<file path="src/rtl/psh_pkg.sv">
// Shared types, widths and constants of the program-counter sampling histogram.
`default_nettype none

package psh_pkg;

    localparam int ADDR_W      = 64;
    localparam int TOTAL_W     = 64;
    localparam int HITS_W      = 32;
    localparam int INDEX_W     = 13;
    localparam int PCT_W       = 7;
    localparam int PCT_SCALE_W = 7;
    localparam int NUM_W       = HITS_W + PCT_SCALE_W;
    localparam int IN_DATA_W   = 80;
    localparam int OUT_DATA_W  = HITS_W + ADDR_W + TOTAL_W + PCT_W + 1;
    localparam int CFG_DATA_W  = 64;
    localparam int CFG_ADDR_W  = 4;
    localparam int REG_SEL_BIT = 3;

    localparam int DEF_BUCKET_COUNT = 8192;
    localparam int DEF_BUCKET_SHIFT = 12;

    localparam logic [ADDR_W-1:0] RESET_BASE    = 64'hFFFF_8000_0000_0000;
    localparam logic [PCT_W-1:0]  PCT_SCALE     = 7'd100;
    localparam logic [HITS_W-1:0] SHOW_MIN_HITS = 32'd50;

    // Request kinds carried on the input tuser line.
    localparam logic OP_SAMPLE = 1'b0;
    localparam logic OP_READ   = 1'b1;

    // Register select, taken from one address bit.
    localparam logic REG_ENABLE = 1'b0;
    localparam logic REG_BASE   = 1'b1;

    typedef struct packed {
        logic              enable;
        logic [ADDR_W-1:0] region_base;
    } psh_cfg_t;

    typedef enum logic [3:0] {
        ST_CLEAR,
        ST_IDLE,
        ST_S_CHECK,
        ST_S_WRITE,
        ST_R_READ,
        ST_R_MUL,
        ST_R_START,
        ST_R_DIV,
        ST_R_DONE
    } psh_state_t;

endpackage

`default_nettype wire

</file>
<file path="src/rtl/psh_regs.sv">
// Configuration register file with its APB-style access port.
`default_nettype none

module psh_regs
    import psh_pkg::*;
(
    input  wire logic                  clk,
    input  wire logic                  rst_n,
    input  wire logic                  psel,
    input  wire logic                  penable,
    input  wire logic                  pwrite,
    input  wire logic [CFG_ADDR_W-1:0] paddr,
    input  wire logic [CFG_DATA_W-1:0] pwdata,
    output logic      [CFG_DATA_W-1:0] prdata,
    output logic                       pready,
    output psh_cfg_t                   cfg
);

    logic              enable_reg;
    logic [ADDR_W-1:0] base_reg;
    logic              wr_en;

    assign pready = 1'b1;
    assign wr_en  = psel && penable && pwrite && pready;

    always_ff @(posedge clk or negedge rst_n)
    begin
        if (!rst_n)
        begin
            enable_reg <= 1'b1;
            base_reg   <= RESET_BASE;
        end
        else if (wr_en)
        begin
            unique case (paddr[REG_SEL_BIT])
                REG_ENABLE: enable_reg <= pwdata[0];
                REG_BASE:   base_reg   <= pwdata;
                default:    ;
            endcase
        end
    end

    always_comb
    begin
        unique case (paddr[REG_SEL_BIT])
            REG_ENABLE: prdata = CFG_DATA_W'(enable_reg);
            REG_BASE:   prdata = base_reg;
            default:    prdata = '0;
        endcase
    end

    assign cfg.enable      = enable_reg;
    assign cfg.region_base = base_reg;

endmodule

`default_nettype wire

</file>
<file path="config.mk">
export PLATFORM = sky130hd
export DESIGN_NAME = psh_regs
export DESIGN_NICKNAME = d
export VERILOG_FILES = /design/src/rtl/psh_pkg.sv /design/src/rtl/psh_regs.sv
export SDC_FILE = /design/constraint.sdc
export NUM_CORES = 1
export LEC_CHECK = 0
export BUFFER_PORTS_ARGS = -buffer_cell sky130_fd_sc_hd__buf_4
export CORE_MARGIN = 1
export CORE_UTILIZATION = 32
export CTS_CLUSTER_SIZE = 40
export DETAILED_ROUTE_END_ITERATION = 8
export SLEW_MARGIN = 20
export SYNTH_ARGS = -nofsm -noshare
export SYNTH_HDL_FRONTEND = slang
export SYNTH_SLANG_ARGS = --single-unit
export TNS_END_PERCENT = 10
</file>
<file path="constraint.sdc">
create_clock -name clk -period 1.6 [get_ports clk]
set_clock_uncertainty 0.05 [all_clocks]
set_input_delay 0.16 -clock clk [delete_from_list [all_inputs] [get_ports clk]]
set_output_delay 0.16 -clock clk [all_outputs]
set_load 0.01 [all_outputs]
</file>
==> impl_results.md <==
- Antenna-violating nets left: 0
- Combinational Power Share: 38.0%
- Total routed wirelength: 8330 microns
- Fraction of power consumed by sequential logic: 40.0%
- Syn avg cell area: 14.9 sq um
- Unrepaired setup endpoints after global routing: false
- Flip-flop count of the largest register after layout: 64
- Synth Area in Compound Gates: 0%
- Proportion of synthesized chip area in sequential cells: 52.3%
- Worst IR drop on VDD: 0.560 mV
- Final setup violation count: 0
- Post-route minimum period: 1.36 ns
- Routed via count divided by cell count: 4.24
- Antenna diode count: 0
- Maximum number of pins on one net before global-route repair: 35
- Width of the die: 101 microns
- Status: finished clean
- Routed length per placed instance: 13.7 microns
- WS Path Type: primary input to primary output
- Slowest cell on the critical path: buf_4
- Highest achievable clock rate: 733 MHz
- Final Max Slew Viols: 0
- Cell type group with the largest total delay on the critical path: buffers and inverters
- Number of buffers inserted during clock tree synthesis: 9
- Tot GR Track Use: 16.4%
- Placed Cells incl. Taps: 531
- Starting utilization of the core area: 33.5%
- Post-Route Hold Slack: 0.0227 ns
- Clock root buffer: clkbuf_8
- Insertion delay of the later-clocked pin in the worst-skew pair: 0.32 ns
- Share of the cycle needed by the critical path after routing: 85.2%
- LEAKAGE: 0.00292 uW
- Sum of buffers and inverters on the critical path: 4
- # clock sinks: 65
- Net count after synthesis: 285
- Antenna violations before repair: 0
- Post-Synth Simple-Gate Area: 13.4%
- Final cell count without fillers: 610
- Total negative setup slack: 0 ns
- TritonCTS clock tree: yes
- Ordered cell list for the critical path: buf_4, buf_4, buf_4, and2_1, buf_4
- Most frequent cells in the layout: 201 x buf_4, 63 x and2_1, 63 x dlygate4sd3_1, 60 x mux2_4, 47 x dfrtp_1
- Growth of design area from synthesis to finish: 77.7%
- Capturing element type of the critical path: primary output
- Clk buf depth: 2
- Number of iterations in the first detailed-routing pass: 3
- Sort of element at the start of the critical path: primary input
- Remaining global-route overflow: 0
- Rows: 35
- GP Congestion: 0.718
- Dominant combinational cell family by area after synthesis: multiplexers
- Core Region: 0.00942 sq mm
- Buffers added on ports: 198
- Overall die area: 0.0103 sq mm
- Number of post-CTS setup repair buffers: 0
- Number of levels in the clock H-tree: 3
- Pwr/cell area: 1060 mW/mm^2
- Placement-stage cell area: 0.00480 sq mm
- Most common library cell in the layout ignoring fill and taps: buf_4
- Via count of the first global-routing pass: 2609
- Clock network fraction of total power: 22.1%
- Worst-path clk slew: 0.06 ns
- Hold crit path type: primary input to flip-flop
- Final layout net count: 549
- Number of distinct standard cells referenced by the synthesized netlist: 11
- Synthesized cell area: 0.00315 sq mm
- Number of remaining DRC errors: 0
- Chip Height: 101 microns
- Sw power: 1690 uW
- Vias after detailed routing: 2587
- Wire length of the first global-routing pass: 12800 microns
- Crit path required time: 1.39 ns
- Share of final-layout standard cells stronger than drive strength 1: 63.0%
- WP data arrival: 1.15 ns
- Half-perimeter wire length after detailed placement: 5650 microns
- Internal power: 4270 uW
- Number of violations of the max-capacitance limit: 0
- Final hold viol count: 0
- Largest fanout on the critical path: 34
- Fraction of synthesized cell area in xor and xnor cells: 0%
- IO Count: 203
- Critical Path Max Stage Delay: 0.31 ns
- Most repeated library cell on the critical path: buf_4
- Ys Warns: 0
- Cell count after synthesis: 212
- #FFs+latches synth: 65
- Fraction of power spent switching nets: 28.3%
- Final cell area excluding filler cells: 0.00561 sq mm
- Iter 0 DRT Violations: 30
- Adder and majority cell fraction of the synthesized area: 0%
- Post-synthesis mux area share: 30.7%
[cell usage after synthesis]
cell type,number,area share [%]
and2_1,63,12
mux2_4,60,29
dfrtp_1,47,37
dfstp_2,18,15
clkbuf_1,7,0.83
buf_6,6,2.1
mux2_2,6,2.1
buf_4,2,0.48
conb_1,1,0.12
nand4_4,1,0.67
nand4b_1,1,0.28
[timing repair]
| item | CTS | global route |
|---|---|---|
| hold endpoints to repair | 79 | 5 |
| gates resized for setup | 0 | 0 |
| setup endpoints to repair | 0 | 0 |
| hold buffers | 58 | 5 |
[path summary, 6_finish.rpt]
path	startpoint	endpoint	slack, ns	cells after the start
setup / recovery	paddr[3]	prdata[33]	0.24	5
hold / removal	pwdata[58]	base_reg[58]$_DFFE_PN1P_	0.02	2
setup reg to reg	base_reg[29]$_DFFE_PN0P_	base_reg[29]$_DFFE_PN0P_	0.76	1
hold reg to reg	base_reg[11]$_DFFE_PN0P_	base_reg[11]$_DFFE_PN0P_	0.49	1
max in group asynchronous	rst_n	base_reg[54]$_DFFE_PN1P_	0.63	3
min in group asynchronous	rst_n	base_reg[22]$_DFFE_PN0P_	0.26	2
[layer usage]
layer	up-vias	GRT usage, %	wire, microns
li1	1232	-	-
met1	1239	19.3	3400
met2	114	29.2	4300
met3	2	5.11	607
met4	0	3.68	28
met5	-	0	0
[power groups by stage]
| stage | logic [uW] | clock network (uW) | registers (uW) |
|---|---|---|---|
| 3_3_place_gp | 2130 | 0 | 2400 |
| 5_1_grt | 2420 | 1460 | 2440 |
| 6_report | 2270 | 1320 | 2380 |
| 4_1_cts | 2270 | 1380 | 2390 |
| 2_1_floorplan | 853 | 0 | 2510 |
| 3_5_place_dp | 2150 | 0 | 2400 |
[per-stage QoR]
| stage | total power, uW | worst slack, ns | util, % |
|---|---|---|---|
| floorplan | 3370 | 0.583 | - |
| global placement | 4530 | 0.223 | 50.9 |
| detailed placement | 4550 | 0.202 | 50.9 |
| CTS | 6040 | 0.208 | 59.0 |
| global route | 6330 | 0.113 | 59.5 |
| finish | 5970 | 0.236 | 59.5 |
[cell families after synthesis]
kind of cell	count (synthesis)
AND/OR/NAND/NOR	65
flip-flops	65
other	1
multiplexers	66
buffers and inverters	15
[area by class of cell]
class	instances	area (sq um)
clock inverters	4	45.0
multi-input cells	132	1400
well taps	129	161
flip-flops and latches	65	1650
repair buffers	268	2220
clock buffers	12	135
fillers	764	3810
Power figures use the tool's default switching activity.
