File: src/rtl/psh_pkg.sv
// Shared types, widths and constants of the program-counter sampling histogram.
`default_nettype none

package psh_pkg;

    localparam int ADDR_W      = 64;
    localparam int TOTAL_W     = 64;
    localparam int HITS_W      = 32;
    localparam int INDEX_W     = 13;
    localparam int PCT_W       = 7;
    localparam int PCT_SCALE_W = 7;
    localparam int NUM_W       = HITS_W + PCT_SCALE_W;
    localparam int IN_DATA_W   = 80;
    localparam int OUT_DATA_W  = HITS_W + ADDR_W + TOTAL_W + PCT_W + 1;
    localparam int CFG_DATA_W  = 64;
    localparam int CFG_ADDR_W  = 4;
    localparam int REG_SEL_BIT = 3;

    localparam int DEF_BUCKET_COUNT = 8192;
    localparam int DEF_BUCKET_SHIFT = 12;

    localparam logic [ADDR_W-1:0] RESET_BASE    = 64'hFFFF_8000_0000_0000;
    localparam logic [PCT_W-1:0]  PCT_SCALE     = 7'd100;
    localparam logic [HITS_W-1:0] SHOW_MIN_HITS = 32'd50;

    // Request kinds carried on the input tuser line.
    localparam logic OP_SAMPLE = 1'b0;
    localparam logic OP_READ   = 1'b1;

    // Register select, taken from one address bit.
    localparam logic REG_ENABLE = 1'b0;
    localparam logic REG_BASE   = 1'b1;

    typedef struct packed {
        logic              enable;
        logic [ADDR_W-1:0] region_base;
    } psh_cfg_t;

    typedef enum logic [3:0] {
        ST_CLEAR,
        ST_IDLE,
        ST_S_CHECK,
        ST_S_WRITE,
        ST_R_READ,
        ST_R_MUL,
        ST_R_START,
        ST_R_DIV,
        ST_R_DONE
    } psh_state_t;

endpackage

`default_nettype wire

File: src/rtl/psh_divider.sv
// Restoring divider that produces one quotient bit per cycle.
`default_nettype none

module psh_divider
    import psh_pkg::*;
(
    input  wire logic               clk,
    input  wire logic               rst_n,
    input  wire logic               start,
    input  wire logic [NUM_W-1:0]   numer,
    input  wire logic [TOTAL_W-1:0] denom,
    output logic                    done,
    output logic      [NUM_W-1:0]   quotient
);

    localparam int CNT_W = $clog2(NUM_W + 1);

    logic                 busy_reg;
    logic                 done_reg;
    logic [CNT_W-1:0]     cnt_reg;
    logic [TOTAL_W-1:0]   rem_reg;
    logic [TOTAL_W-1:0]   den_reg;
    logic [NUM_W-1:0]     q_reg;
    logic [TOTAL_W:0]     rem_shift;
    logic [TOTAL_W+1:0]   diff;
    logic                 fits;
    logic [TOTAL_W-1:0]   rem_next;

    // The numerator shifts out of the top of q_reg while quotient bits enter below.
    assign rem_shift = {rem_reg, q_reg[NUM_W-1]};
    assign diff      = {1'b0, rem_shift} - {2'b00, den_reg};
    assign fits      = !diff[TOTAL_W+1];
    assign rem_next  = fits ? diff[TOTAL_W-1:0] : rem_shift[TOTAL_W-1:0];

    always_ff @(posedge clk or negedge rst_n)
    begin
        if (!rst_n)
        begin
            busy_reg <= 1'b0;
            done_reg <= 1'b0;
            cnt_reg  <= '0;
        end
        else
        begin
            done_reg <= 1'b0;
            if (start)
            begin
                busy_reg <= 1'b1;
                cnt_reg  <= CNT_W'(NUM_W);
            end
            else if (busy_reg)
            begin
                cnt_reg <= cnt_reg - CNT_W'(1);
                if (cnt_reg == CNT_W'(1))
                begin
                    busy_reg <= 1'b0;
                    done_reg <= 1'b1;
                end
            end
        end
    end

    always_ff @(posedge clk)
    begin
        if (start)
        begin
            rem_reg <= '0;
            den_reg <= denom;
            q_reg   <= numer;
        end
        else if (busy_reg)
        begin
            rem_reg <= rem_next;
            q_reg   <= {q_reg[NUM_W-2:0], fits};
        end
    end

    assign done     = done_reg;
    assign quotient = q_reg;

endmodule

`default_nettype wire

File: config.mk
export PLATFORM = sky130hd
export DESIGN_NAME = psh_divider
export DESIGN_NICKNAME = d
export VERILOG_FILES = /design/src/rtl/psh_pkg.sv /design/src/rtl/psh_divider.sv
export SDC_FILE = /design/constraint.sdc
export NUM_CORES = 1
export LEC_CHECK = 0
export BUFFER_PORTS_ARGS = -buffer_cell sky130_fd_sc_hd__buf_4
export CORE_MARGIN = 1.5
export CORE_UTILIZATION = 25
export DETAILED_ROUTE_END_ITERATION = 10
export GPL_TIMING_DRIVEN = 1
export PLACE_DENSITY = 0.42
export REMOVE_ABC_BUFFERS = 1
export SLEW_MARGIN = 30
export SYNTH_ARGS = -nofsm -noshare
export SYNTH_HDL_FRONTEND = slang
export SYNTH_SLANG_ARGS = --single-unit
export TNS_END_PERCENT = 20
File: constraint.sdc
create_clock -name clk -period 4 [get_ports clk]
set_input_delay 0.8 -clock clk [delete_from_list [all_inputs] [get_ports clk]]
set_output_delay 0.8 -clock clk [all_outputs]
set_load 0.02 [all_outputs]
==> results.py <==
metrics = {
    "power_and_ir_drop": {
        "p_total_mw": 8.23,
        "peakVddDrop_v": 0.000367,
        "p_per_area_nw_per_um2": 633,
        "cellLeakagePower_nw": 5.38,
    },
    "sta": {
        "fin_tns_setup_ns": 0,
        "hold_viol": 0,
        "fin_worst_skew_ns": 0.0184,
        "period_share_pct": 88.4,
        "fmax_mhz": 283,
        "drv_slew": 0,
        "relSlewSlack_pct": 39.3,
        "min_period_ns": 3.54,
        "worst_pin_slew_ns": 0.910,
        "rsz0062_at_grt": "no",
        "setup_viol": 0,
    },
    "routing": {
        "drc": 0,
        "via_per_inst": 4.78,
        "antenna_left": 0,
        "drt-total-wl_um": 29800,
        "vias": 8692,
        "drt_pass1_iterations": 4,
        "detail_route.wl_per_cell_um": 16.4,
        "drt_iter0_markers": 455,
    },
    "clock_tree": {
        "post_cts_buffers": 0,
        "hold_buffers": 0,
        "clkTransAtPathRegs_ns": 0.07,
        "clockRootBuffer": "clkbuf_16",
        "cts.repair.resized": 0,
        "cts_max_level": 4,
        "clock-sinks": 175,
        "cts_buffers": 17,
        "clkLatencyLatePin_ns": 0.46,
        "cts_tree": "built",
        "cts_buffer_depth": 2,
    },
    "global_routing": {
        "first_global_vias": 9137,
        "grt.total_usage_pct": 13.9,
        "antenna_found_initial": 0,
        "overflow": 0,
        "grt_max_degree": 96,
        "grt_pass1_wl_um": 48600,
    },
    "cells_and_area": {
        "syn_to_final_growth_pct": 21.0,
        "n_antenna_cell": 0,
        "fin_util_pct": 30.8,
        "fin_nets": 1441,
        "stdcell_area_um2": 13000,
        "finalNonFillerCells": 1820,
        "drive_above_1_share_pct": 20.4,
    },
    "critical_path": {
        "cp.required_ns": 4.36,
        "crit_arrival_ns": 3.89,
        "crit_type": "register to register",
        "critPathLaunchType": "register",
        "path_max_fanout": 24,
        "worstSetupEndpointType": "register",
    },
    "die": {
        "start_util_pct": 25.5,
        "die_w_um": 210,
        "dieArea_um2": 44300,
        "ios": 146,
        "coreArea_um2": 42200,
        "fp.dieH_um": 210,
        "fp-row-count": 75,
    },
    "placed_design": {
        "gp_congestion": 0.828,
        "numPortBuffers": 145,
        "placed_area_um2": 12400,
        "dpl.cell_count": 1788,
        "place_hpwl_um": 21800,
    },
    "synth": {
        "synthFlopType": "edfxtp_1",
        "synthMostInstantiatedCell": "nand2_1",
        "synth_top_area_share_pct": 28.7,
        "synth-seq-cells": 175,
        "synthTopCellsByCount": "nand2_1 (146), edfxtp_1 (103), nor2_1 (99)",
        "synth_cell_types": 78,
        "ys.warnings.count": 0,
        "yosysTopAreaCell": "edfxtp_1",
        "seq_area_frac_synth_pct": 42.5,
        "synth_area_um2": 10800,
        "synth-edff-count": 103,
        "ys_top_cells_by_area": "edfxtp_1 (29%), dfxtp_1 (12%), ha_1 (7.7%)",
        "async_flop_share_pct": 4.57,
        "syn_inst": 1150,
        "avgSynthCellArea_um2": 9.36,
    },
    "outcome": {
        "status": "finished clean",
    },
    "min_path": {
        "min_path_type": "input pin to async pin",
    },
    "flow_run": {
        "cap_violations": 0,
    },
}
per-layer routing:
metal  GRT usage (%)  share of wire [%]  vias to the layer above
met5               0                  0                        -
met3            4.26                5.5                       18
li1                -                  -                     4387
met4            3.55                1.1                        0
met1            18.2                 48                     4123
met2            22.3                 45                      164
logic make-up after synthesis:
logic type | Yosys count | share of synthesized area, %
AND/OR/NAND/NOR | 345 | 14.3
AO/OA/AOI/OAI | 306 | 19.7
flip-flops | 175 | 42.5
buffers and inverters | 151 | 5.84
adder cells (fa/ha/maj) | 67 | 7.86
XOR/XNOR | 60 | 4.88
multiplexers | 46 | 4.87
placed cells by master (no fill, tap or decap), types with 15 or more instances in the layout:
cell       instances
edfxtp_1         103
xor2_1            26
nand4_1           21
a311oi_1          44
nor2_1            99
xnor2_1           34
buf_4            161
clkbuf_16         18
nand2_1          146
a21oi_1           85
nand3_1           15
mux2_2            39
dfxtp_1           64
nor3_1            16
ha_1              66
a21o_1            26
inv_1             85
o21ai_0           46
power by group:
group	switching (mW)	internal, mW	leakage (nW)
Clock	0.830	0.919	0.284
Combinational	2.31	1.62	3.45
Sequential	0.270	2.29	1.65
Total	3.41	4.83	5.38
final timing paths:
kind                               end  slack, ns         from  cells past startpoint
max                        rem_reg[21]       0.46  den_reg[16]                     12
min                               done       0.14        rst_n                      1
max reg2reg                rem_reg[21]       0.46  den_reg[16]                     12
min reg2reg                rem_reg[18]       0.50  rem_reg[18]                      2
max in group asynchronous     busy_reg       3.71        rst_n                      1
min in group clk           rem_reg[18]       0.50  rem_reg[18]                      2
per-stage QoR:
stage / hold WS, ns / setup WS, ns
global placement: 0.485 / 0.487
floorplan: 0.462 / -0.285
detailed placement: 0.487 / 0.436
global route: 0.115 / 0.105
CTS: 0.103 / 0.408
finish: 0.142 / 0.465
worst max-delay path, cell delays in order (launching register included):
cell and delay (ns):
edfxtp_1 0.33, inv_1 0.05, ha_1 0.42, nand4_1 0.18, nor2_1 0.18, nand3_1 0.14
o211ai_2 0.26, a31o_1 0.24, a211o_1 0.28, a31o_2 0.66, buf_4 0.34, nand2_1 0.07
a311oi_1 0.28
area by class of cell:
| cell class | count | area (um2) |
|---|---|---|
| multi-input cells | 824 | 5570 |
| clock inverters | 13 | 144 |
| flip-flops and latches | 175 | 4580 |
| repair buffers | 165 | 1280 |
| inverters | 85 | 319 |
| clock buffers | 19 | 454 |
| well taps | 539 | 674 |
| fillers | 4483 | 29200 |
(Power assumes the default switching activity.)
